`src/rtl/core/pmul_ram.sv`:
```
module pmul_ram #(
  parameter int Width = 32,
  parameter int Depth = 32
) (
  input  logic                     clk_i,
  input  logic                     we_i,
  input  logic [$clog2(Depth)-1:0] waddr_i,
  input  logic [Width-1:0]         wdata_i,
  input  logic [$clog2(Depth)-1:0] raddr_i,
  output logic [Width-1:0]         rdata_o
);

  logic [Width-1:0] mem_q [Depth];
  logic [Width-1:0] rdata_q;

  always_ff @(posedge clk_i) begin
    if (we_i) begin
      mem_q[waddr_i] <= wdata_i;
    end
    rdata_q <= mem_q[raddr_i];
  end

  assign rdata_o = rdata_q;

endmodule

```
`config.mk`:
```
export PLATFORM = sky130hd
export DESIGN_NAME = pmul_ram
export DESIGN_NICKNAME = d
export VERILOG_FILES = /design/src/rtl/core/pmul_ram.sv
export SDC_FILE = /design/constraint.sdc
export NUM_CORES = 1
export LEC_CHECK = 0
export BUFFER_PORTS_ARGS = -buffer_cell sky130_fd_sc_hd__buf_4
export CORE_ASPECT_RATIO = 0.9
export CORE_UTILIZATION = 50
export CTS_CLUSTER_SIZE = 20
export DETAILED_ROUTE_END_ITERATION = 8
export GPL_TIMING_DRIVEN = 0
export PLACE_DENSITY = 0.66
export SLEW_MARGIN = 20
export SYNTH_ARGS = -nofsm -noshare
export SYNTH_HDL_FRONTEND = slang
export SYNTH_SLANG_ARGS = --single-unit
```
`constraint.sdc`:
```
create_clock -name clk_i -period 4.6 [get_ports clk_i]
set_input_delay 0.92 -clock clk_i [delete_from_list [all_inputs] [get_ports clk_i]]
set_output_delay 0.92 -clock clk_i [all_outputs]
set_load 0.02 [all_outputs]
```
==> impl_summary.txt <==
----------------------------------------------------
[Detailed routing]
  Detailed-route via count ... 21300
  Average vias per placed instance ... 5.90
  Drt first pass iters ... 9
  # DRC ... 6
  Total wire length ... 96600 µm
  Number of nets still failing antenna checks after routing ... 0
  Number of DRC markers in iteration 0 ... 2326
  Post-DR wirelength/cell ... 26.7 µm

[Hold path]
  Tightest Hold Check Type ... reg -> reg

[Placement]
  Detailed-placement wirelength estimate ... 63000 µm
  Setup WS pre-CTS ... 1190 ps
  Gpl congestion ... 0.850
  Post-detailed-placement cell area ... 43500 µm²
  Number of buffer cells added on primary ports ... 74

[Power and ir drop]
  Pwr per Cell Area ... 425 nW/µm²
  Logic pwr share ... 5.9%
  Internal Power ... 15.6 mW
  Fraction of power consumed by sequential logic ... 54.1%
  Leakage component of the power ... 16.3 nW
  Largest voltage drop on the vdd net ... 0.000334 V
  Post-route total power ... 19.8 mW
  Reported net switching power ... 4.29 mW
  Power share of the clock group ... 40.1%
  Sw Ratio ... 21.6%

[Floorplan]
  Number of primary I/O pins ... 76
  Die Y ... 272 µm
  Row cnt ... 98
  Initial Util ... 50.7%
  Die Span X ... 302 µm
  Area of the die ... 82100 µm²
  Core region area ... 79800 µm²

[Setup path]
  Reg-to-reg setup timing slack ... 2750 ps
  Critical path launch point type ... input port
  Worst-path maximum fanout ... 10
  Setup crit end kind ... flip-flop
  Worst setup path class ... in -> reg
  Required time at the endpoint of the critical path ... 5050 ps
  Worst endpoint data arrival time ... 3290 ps

[Layout]
  Ant. Diodes ... 0
  Synthesis-to-finish area growth ... 15.2%
  Share of cells above drive strength 1 ... 14.1%
  Area of the multi-input gates ... 8580 µm²
  Final nets ... 2520
  Register area ... 31400 µm²
  Final design instance area without fill ... 46700 µm²
  Utilization of the core after routing ... 58.4%
  Fillers ... 5765

[Clock network]
  Clock net sink count ... 1056
  # resized after CTS ... 0
  Clock root buffer ... clkbuf_16
  Hold buffer count at cts ... 0
  Clock-pin slew on the worst setup and hold paths ... 60 ps
  CTS Buf Count ... 104
  Skew-Pair Late Insertion Delay ... 680 ps
  Setup fix buffers added after clock tree synthesis ... 0
  CTS H-Tree Depth ... 3
  CTS tree ... built
  Largest buffer count on any clock path ... 3

[STA]
  Portion of the clock cycle consumed by the worst path in the final layout ... 61.8%
  Unrepaired setup endpoints after global routing ... false
  Final Worst Setup Slack ... 1760 ps
  Final Max Tran Viols ... 0
  Headroom to the max-slew limit ... 27.3%
  Final critical-path required period ... 2840 ps
  Count of endpoints failing hold in the final timing report ... 0
  Min Hold Slack ... 624 ps
  Setup violation total in the final timing report ... 0
  Worst-margin pin slew ... 1090 ps
  Max Fclk ... 352 MHz
  Clock Skew ... 30.8 ps

[Yosys]
  Total of flip-flops plus latches after synthesis ... 1056
  Synth top area cells ... edfxtp_1 76%, mux2i_1 13%, a22oi_1 1.8%, dfxtp_1 1.6%, a22o_1 1.4%
  Portion of synthesized cell area occupied by the leading cell type ... 76.0%
  Sequential area share after synthesis ... 77.5%
  Largest area contributor in the synthesized netlist ... edfxtp_1
  Cells after Synth ... 2260
  Synth Net Count ... 2304
  Unique masters post-synth ... 25
  Number of warnings printed during yosys synthesis ... 0
  Cell Area, Synth ... 40500 µm²
  Average footprint of a synthesized cell ... 17.9 µm²

[Global routing]
  Leftover overflow at the end of global routing ... 0
  Antenna violations before repair ... 1
  Global Route Usage Sum ... 23.7%
  Via count of the first global-routing pass ... 21300
  Pin count of the biggest net entering global routing ... 33
  Wire length of the first global-routing pass ... 140000 µm

[Run status]
  Violations in the final reports ... design-rule violations
  Result of the run ... complete, but fails checks

[Run]
  Number of max-cap violations ... 0

----------------------------------------------------
-- logic make-up (layout without fill, tap and decap cells) --
| family | Yosys count | in the layout | synth area share [%] |
|---|---|---|---|
| mux | 512 | 512 | 12.7 |
| buf+inv | 127 | 430 | 1.86 |
| flops | 1056 | 1056 | 77.5 |
| simple gates | 277 | 277 | 3.10 |
| compound gates | 288 | 288 | 4.85 |
-- per-stage QoR --
step | setup TNS [ps] | cells
floorplan | 0 | 2260
global placement | -98290 | 3384
detailed placement | 0 | 3420
CTS | 0 | 3613
global route | 0 | 3613
finish | 0 | 3613
-- cells in the mapped netlist --
library cell  number
clkbuf_1          46
nand3_1           98
a21oi_1           96
or2_2              1
nor3_1            32
mux2i_1          512
a22o_1            64
clkbuf_4           2
or3_1              1
or3b_2             3
dfxtp_1           32
and2b_1            1
a31oi_1           32
and2_1             1
buf_2             26
nor2b_1            1
buf_4             33
a22oi_1           96
nand3b_1           5
edfxtp_1        1024
nand2b_1           2
buf_6             15
nand2_1           98
buf_1              5
nor2_1            34
-- path summary, 6_finish.rpt --
kind | start | end | cells past startpoint
max | raddr_i[1] | rdata_o[12] | 8
min | mem_q[27][5] | rdata_o[5] | 4
max reg2reg | mem_q[5][12] | rdata_o[12] | 5
min reg2reg | mem_q[27][5] | rdata_o[5] | 4
-- routing by layer --
layer,GRT usage [%],vias to the layer above,share of wire (%)
li1,-,9417,-
met1,33.6,10900,42
met2,38.2,837,48
met3,4.00,137,7.9
met4,6.10,0,1.9
met5,0,-,0
-- flip-flops by register name, indices dropped and copies added (netlist names) --
name	flops
mem_q	1024
rdata_o	32
-- critical path: stages --
cell	delay (ps)
buf_4	130
nor2_1	140
buf_2	320
clkbuf_1	570
a22o_1	250
nor3_1	70
a31oi_1	530
nand3_1	330
-- cell usage in the layout (no fill, tap or decap), types with 2 or more instances in the layout --
master,n
edfxtp_1,1024
mux2i_1,512
buf_4,107
clkbuf_16,105
nand2_1,98
nand3_1,98
a22oi_1,96
a21oi_1,96
clkbuf_1,73
a22o_1,64
nor3_1,32
a31oi_1,32
nor2_4,32
dfxtp_1,32
clkinv_1,27
buf_2,26
buf_16,20
clkinv_2,18
buf_12,16
buf_6,15
buf_1,5
nand3b_1,5
bufinv_16,4
clkbuf_8,4
or3b_2,3
inv_6,3
nor2_1,2
nand2b_1,2
clkbuf_4,2
clkinv_8,2
-- power groups by stage --
stage	Combinational, mW	Sequential (mW)	Clock [mW]
floorplan	0.553	11.0	0
global placement	1.10	10.9	0
detailed placement	1.15	10.9	0
CTS	1.16	10.7	8.02
global route	1.23	10.7	8.39
finish	1.16	10.7	7.95
-- area by class of cell --
cell class,instances,area share [%]
Buffer,127,1.61
Clock buffer,136,5.97
Clock inverter,57,0.872
Multi-Input combinational cell,1077,18.4
Sequential cell,1056,67.3
Tap cell,1050,2.82
Timing Repair Buffer,110,3.06
Power figures use the tool's default switching activity.
