`src/rtl/core/pmul_pkg.sv`:
```
package pmul_pkg;

  localparam int MAX_TERMS = 32;

  localparam int ACTION_W  = 2;
  localparam int EXP_W     = 5;
  localparam int COEF_W    = 32;
  // Product exponents must fit the exponent field.
  localparam int EXP_LIMIT = 32;

  localparam int IN_DATA_W  = ((EXP_W + COEF_W + 7) / 8) * 8;
  localparam int OUT_DATA_W = ((EXP_W + COEF_W + 7) / 8) * 8;

  typedef enum logic [ACTION_W-1:0] {
    ACT_WRITE_A  = 2'd0,
    ACT_WRITE_B  = 2'd1,
    ACT_MULTIPLY = 2'd2,
    ACT_CLEAR    = 2'd3
  } action_e;

  typedef struct packed {
    logic issue;
    logic a_vld;
    logic b_vld;
    logic clr;
  } mac_ctl_t;

endpackage

```
`src/rtl/core/pmul_mac.sv`:
```
module pmul_mac #(
  parameter int MaxTerms = pmul_pkg::MAX_TERMS
) (
  input  logic                       clk_i,
  input  logic                       rst_ni,
  input  pmul_pkg::mac_ctl_t         ctl_i,
  input  logic [pmul_pkg::COEF_W-1:0] a_data_i,
  input  logic [pmul_pkg::COEF_W-1:0] b_data_i,
  output logic                       busy_o,
  output logic [pmul_pkg::COEF_W-1:0] sum_o
);

  import pmul_pkg::*;

  localparam int ProdW = 2 * COEF_W;
  // Enough headroom for MaxTerms full-scale products in one sum.
  localparam int AccW  = ProdW + $clog2(MaxTerms);
  localparam int Frac  = 16;
  localparam int TopLo = COEF_W + Frac - 1;
  localparam logic [COEF_W-1:0] SatMax = {1'b0, {(COEF_W-1){1'b1}}};
  localparam logic [COEF_W-1:0] SatMin = {1'b1, {(COEF_W-1){1'b0}}};

  logic                     v1_q, v2_q, ga_q, gb_q;
  logic signed [COEF_W-1:0] op_a, op_b;
  logic signed [ProdW-1:0]  prod_d, prod_q;
  logic signed [AccW-1:0]   acc_d, acc_q;
  logic                     in_range;

  // Entries never written since the last clear read as zero.
  assign op_a   = ga_q ? signed'(a_data_i) : '0;
  assign op_b   = gb_q ? signed'(b_data_i) : '0;
  assign prod_d = op_a * op_b;

  always_comb begin
    acc_d = acc_q;
    if (ctl_i.clr) begin
      acc_d = '0;
    end else if (v2_q) begin
      acc_d = acc_q + AccW'(prod_q);
    end
  end

  always_ff @(posedge clk_i or negedge rst_ni) begin
    if (!rst_ni) begin
      v1_q <= 1'b0;
      v2_q <= 1'b0;
      ga_q <= 1'b0;
      gb_q <= 1'b0;
    end else begin
      v1_q <= ctl_i.issue;
      v2_q <= v1_q;
      ga_q <= ctl_i.a_vld;
      gb_q <= ctl_i.b_vld;
    end
  end

  always_ff @(posedge clk_i) begin
    prod_q <= prod_d;
    acc_q  <= acc_d;
  end

  // Dropping 16 fraction bits floors the sum; it fits when every bit above
  // the kept field equals the sign.
  assign in_range = (&acc_q[AccW-1:TopLo]) || !(|acc_q[AccW-1:TopLo]);
  assign sum_o    = in_range ? acc_q[TopLo:Frac] : (acc_q[AccW-1] ? SatMin : SatMax);
  assign busy_o   = v1_q || v2_q;

endmodule

```
`config.mk`:
```
export PLATFORM = sky130hd
export DESIGN_NAME = pmul_mac
export DESIGN_NICKNAME = d
export VERILOG_FILES = /design/src/rtl/core/pmul_pkg.sv /design/src/rtl/core/pmul_mac.sv
export SDC_FILE = /design/constraint.sdc
export NUM_CORES = 2
export LEC_CHECK = 0
export BUFFER_PORTS_ARGS = -buffer_cell sky130_fd_sc_hd__buf_4
export CAP_MARGIN = 10
export CORE_ASPECT_RATIO = 1.4
export CORE_MARGIN = 4
export CORE_UTILIZATION = 50
export CTS_BUF_LIST = sky130_fd_sc_hd__clkbuf_4
export DETAILED_ROUTE_END_ITERATION = 7
export PLACE_DENSITY = 0.78
export SLEW_MARGIN = 10
export SYNTH_ARGS = -nofsm -noshare
export SYNTH_HDL_FRONTEND = slang
export SYNTH_SLANG_ARGS = --single-unit
```
`constraint.sdc`:
```
create_clock -name clk_i -period 21.3 [get_ports clk_i]
set_input_delay 2.13 -clock clk_i [delete_from_list [all_inputs] [get_ports clk_i]]
set_output_delay 2.13 -clock clk_i [all_outputs]
set_load 0.02 [all_outputs]
```
==> results.txt <==
- For hold timing, the worst endpoint is v2_q$_DFF_PN0_.
- Vertical die dimension: 357 um
- Last weighted congestion value of the routability-driven placer: 1.00
- Once detail routing completed, the nets flagged for antenna violations numbered 0.
* Final net count: 6,278
* Final total negative setup slack: 0 ns
- Global-route usage over all layers: 31.0%
- Boundary Pins: 103
- The final route contains 35,213 vias.
* Arrival time at the worst endpoint: 10.91 ns
- In this run the cell area measured after placement is 0.0451 mm2.
- Worst flop-to-flop path startpoint: gb_q$_DFF_PN0_
* Min-delay src: v1_q$_DFF_PN0_
- In this run the tool buffered the top-level ports with 102 buffer cells.
* Drt wl/cell: 23.1 um
- Seq cells post-synth: 137
- fa_1 takes more of the synthesized area than any other cell.
- Reg-to-reg critical path endpoint: prod_q[48]$_DFF_P_
- Measured in cells, the most critical reg-to-reg path has a length of 26.
- Core Rows: 127
- Clock tree from TritonCTS: built
- The worst setup path is captured at a register.
- The worst hold path passes through 0 cells.
* Buffers inserted by post-CTS timing repair: 0
- The share of synthesized area in the top cell type comes to 49.8%.
- Number of instances in the placed design: 6,015
- Overall die width: 257 um
- In this run the clock root is driven by a clkbuf_4.
* Status: completed
* Post-Syn Area: 0.0435 mm2
* Count of flip-flops with a built-in enable after synthesis: 0
* Peak Freq: 95.7 MHz
* Slowest library cell on the worst path: fa_1
- On the worst path, the slowest cell contributes a delay of 1.05 ns.
* Post-DR vias/cell: 5.82
- The count of cells in the finished layout, fillers not included, comes to 6,049.
- The H-tree generated during clock tree synthesis spans 4 levels.
* FFs w/ async S/R, synth: 2.92%
* Slack of the critical path: 10.85 ns
- Worst relative slew slack: 12.8%
- WS Path Type: in -> reg
- Largest cells by area after synthesis: fa_1, inv_1, ha_1, dfxtp_1, nor2_1
- Mapped Cells: 4,962
* Fraction of the core area covered by cells at the end of the flow: 52.9%
- Clk sink count: 137
* Die Footprint: 0.0919 mm2
* Commonest non-fill, non-tap cell in the layout: fa_1
- The number of gates resized after CTS was 0.
- Count of final setup violators: 0
- Before CTS, the worst setup slack after placement is 10.38 ns.
* Count of final max-slew check failures: 0
- Of the synthesized area, sequential elements account for 6.35%.
- Between clock sinks in the finished design, the worst skew comes to 0.0308 ns.
* Distinct cell type count of the synthesized netlist: 69
* Buffers from clock root to sink, at most: 2
- Worst path required time: 21.76 ns
* DRT iter0 DRCs: 3,196
* Worst vdd ir: 244 uV
- After floorplanning, the core was sized to cover 0.0860 mm2.
* Proportion of layout cells with a drive suffix above 1: 4.20%
- In this run the power density over the cells is 150 mW/mm2.
- Across the run, the number of max-cap violations was 0.
- Count of TritonRoute iterations in the first routing pass: 6
* Most repeated library cell on the critical path: fa_1
* Unrepaired setup endpoints after global routing: false
- For this run, design rule violations remaining after detail routing come to 0.
- Net count after synthesis: 6,367
- Reg-to-reg slack, setup: 11.29 ns
- Summed over all cells, the static leakage comes to 22.6 nW.
* Top library cells by usage in the layout, fill and taps aside: fa_1, inv_1, nor2_1
- Area growth from synthesis to layout: 4.42%
- # hold bufs at CTS: 0
* Synthesis warning total: 0
- For the worst-skew pair, the clock arrives at the later sink with an insertion delay of 0.58 ns.
* Shortest period the worst path allows: 10.45 ns
* Antenna violations before repair: 7
- Along the worst path, the maximum fanout reaches 18.
* Starting density of the core: 50.6%
* Mean post-synth cell area: 8.77 um2
- Placed wire-length estimate: 111,000 um
- Maximum number of pins on one net before global-route repair: 65
* Portion of the clock cycle consumed by the worst path in the final layout: 49.1%
* Total global routing overflow: 0
* Hold/Removal Path Class: reg -> reg
* Clock slew seen by the registers of the worst setup and hold paths: 0.14 ns
- Nature of the critical path startpoint: input port
* Post-route cell area: 0.0454 mm2
- For the pin with the worst max-slew slack, the measured transition is 1.31 ns.
- The final hold violation count was 0.
- Via count of the first global-routing pass: 38,877
- Buffers inserted during clock tree synthesis total 17.
- Top_reg_cell synth: dfxtp_1
- Wire length of the first global-routing pass: 215,000 um
- Sum of routed wire length over all layers: 140,000 um
==> critical path, delay by kind of cell <==
kind | cells | cell delay (ns)
AOI/OAI and AO/OA | 5 | 1.12
and+or+nand+nor | 4 | 1.34
adders and majority gates | 9 | 5.33
buffers and inverters | 6 | 0.83
xor gates and xnor gates | 1 | 0.14
==> synth_stat cells, drive strengths merged, types with 12 or more instances <==
cell    number
o21a        15
buf         17
o21bai      25
nor2b       16
a31oi       12
nand2      648
dfxtp      133
and2        58
clkbuf     243
xnor2       87
nand3       44
a211oi      19
nor3        31
ha         252
xor2        50
o211ai      15
inv        996
nor2       675
a21oi      156
mux2i       40
nand4       36
a21o       105
o21ai       91
fa        1083
==> layout make-up <==
class	instances	area, um2
fill	7794	40500
multi-input combinational	3568	36100
inverter	997	3740
sequential	137	2770
tap	1161	1450
timing repair buffer	152	1140
clock inverter	13	154
clock buffer	17	128
antenna	4	10.0
==> worst max path at each step <==
stage	startpoint	slack (ns)	end	cells past startpoint
2_1_floorplan	a_data_i[31]	11.52	prod_q[62]$_DFF_P_	30
3_3_place_gp	a_data_i[31]	10.53	prod_q[62]$_DFF_P_	28
3_5_place_dp	a_data_i[31]	10.38	prod_q[62]$_DFF_P_	26
4_1_cts	a_data_i[31]	10.97	prod_q[62]$_DFF_P_	26
5_1_grt	a_data_i[31]	10.32	prod_q[62]$_DFF_P_	28
6_report	a_data_i[31]	10.85	prod_q[60]$_DFF_P_	25
==> through the flow <==
step / total power, mW / hold WS, ns
CTS: 6.79 / 0.415
global placement: 6.51 / 0.357
detailed placement: 6.57 / 0.354
global route: 7.51 / 0.417
floorplan: 4.86 / 0.346
finish: 6.80 / 0.400
==> cell families (layout without fill, tap and decap cells) <==
family / count (synthesis) / in the layout / share of synthesized area [%]
XOR/XNOR: 137 / 137 / 2.76
other: 0 / 4 / 0
AND/OR/NAND/NOR: 1560 / 1560 / 14.7
flip-flops: 137 / 137 / 6.35
adder cells (fa/ha/maj): 1335 / 1335 / 57.1
AO/OA/AOI/OAI: 496 / 496 / 7.40
buffers and inverters: 1257 / 1179 / 10.9
multiplexers: 40 / 40 / 0.920
==> power breakdown <==
| group | internal (mW) | switching, mW |
|---|---|---|
| logic | 2.41 | 3.68 |
| clock network | 0.0794 | 0.0984 |
| registers | 0.434 | 0.0976 |
| total | 2.93 | 3.88 |
==> routing by layer <==
layer	global-route usage, %	wire [um]	vias up	share of wire [%]
li1	-	-	14661	-
met1	32.5	43600	17562	31
met2	52.1	66300	2120	47
met3	7.61	13500	864	9.7
met4	27.2	16200	6	12
met5	0	49	-	0.035
==> sequential cells by signal (all words and copies together) (netlist names) <==
register,count
acc_q,69
prod_q,64
ga_q,1
gb_q,1
v1_q,1
v2_q,1
(Power assumes the default switching activity.)
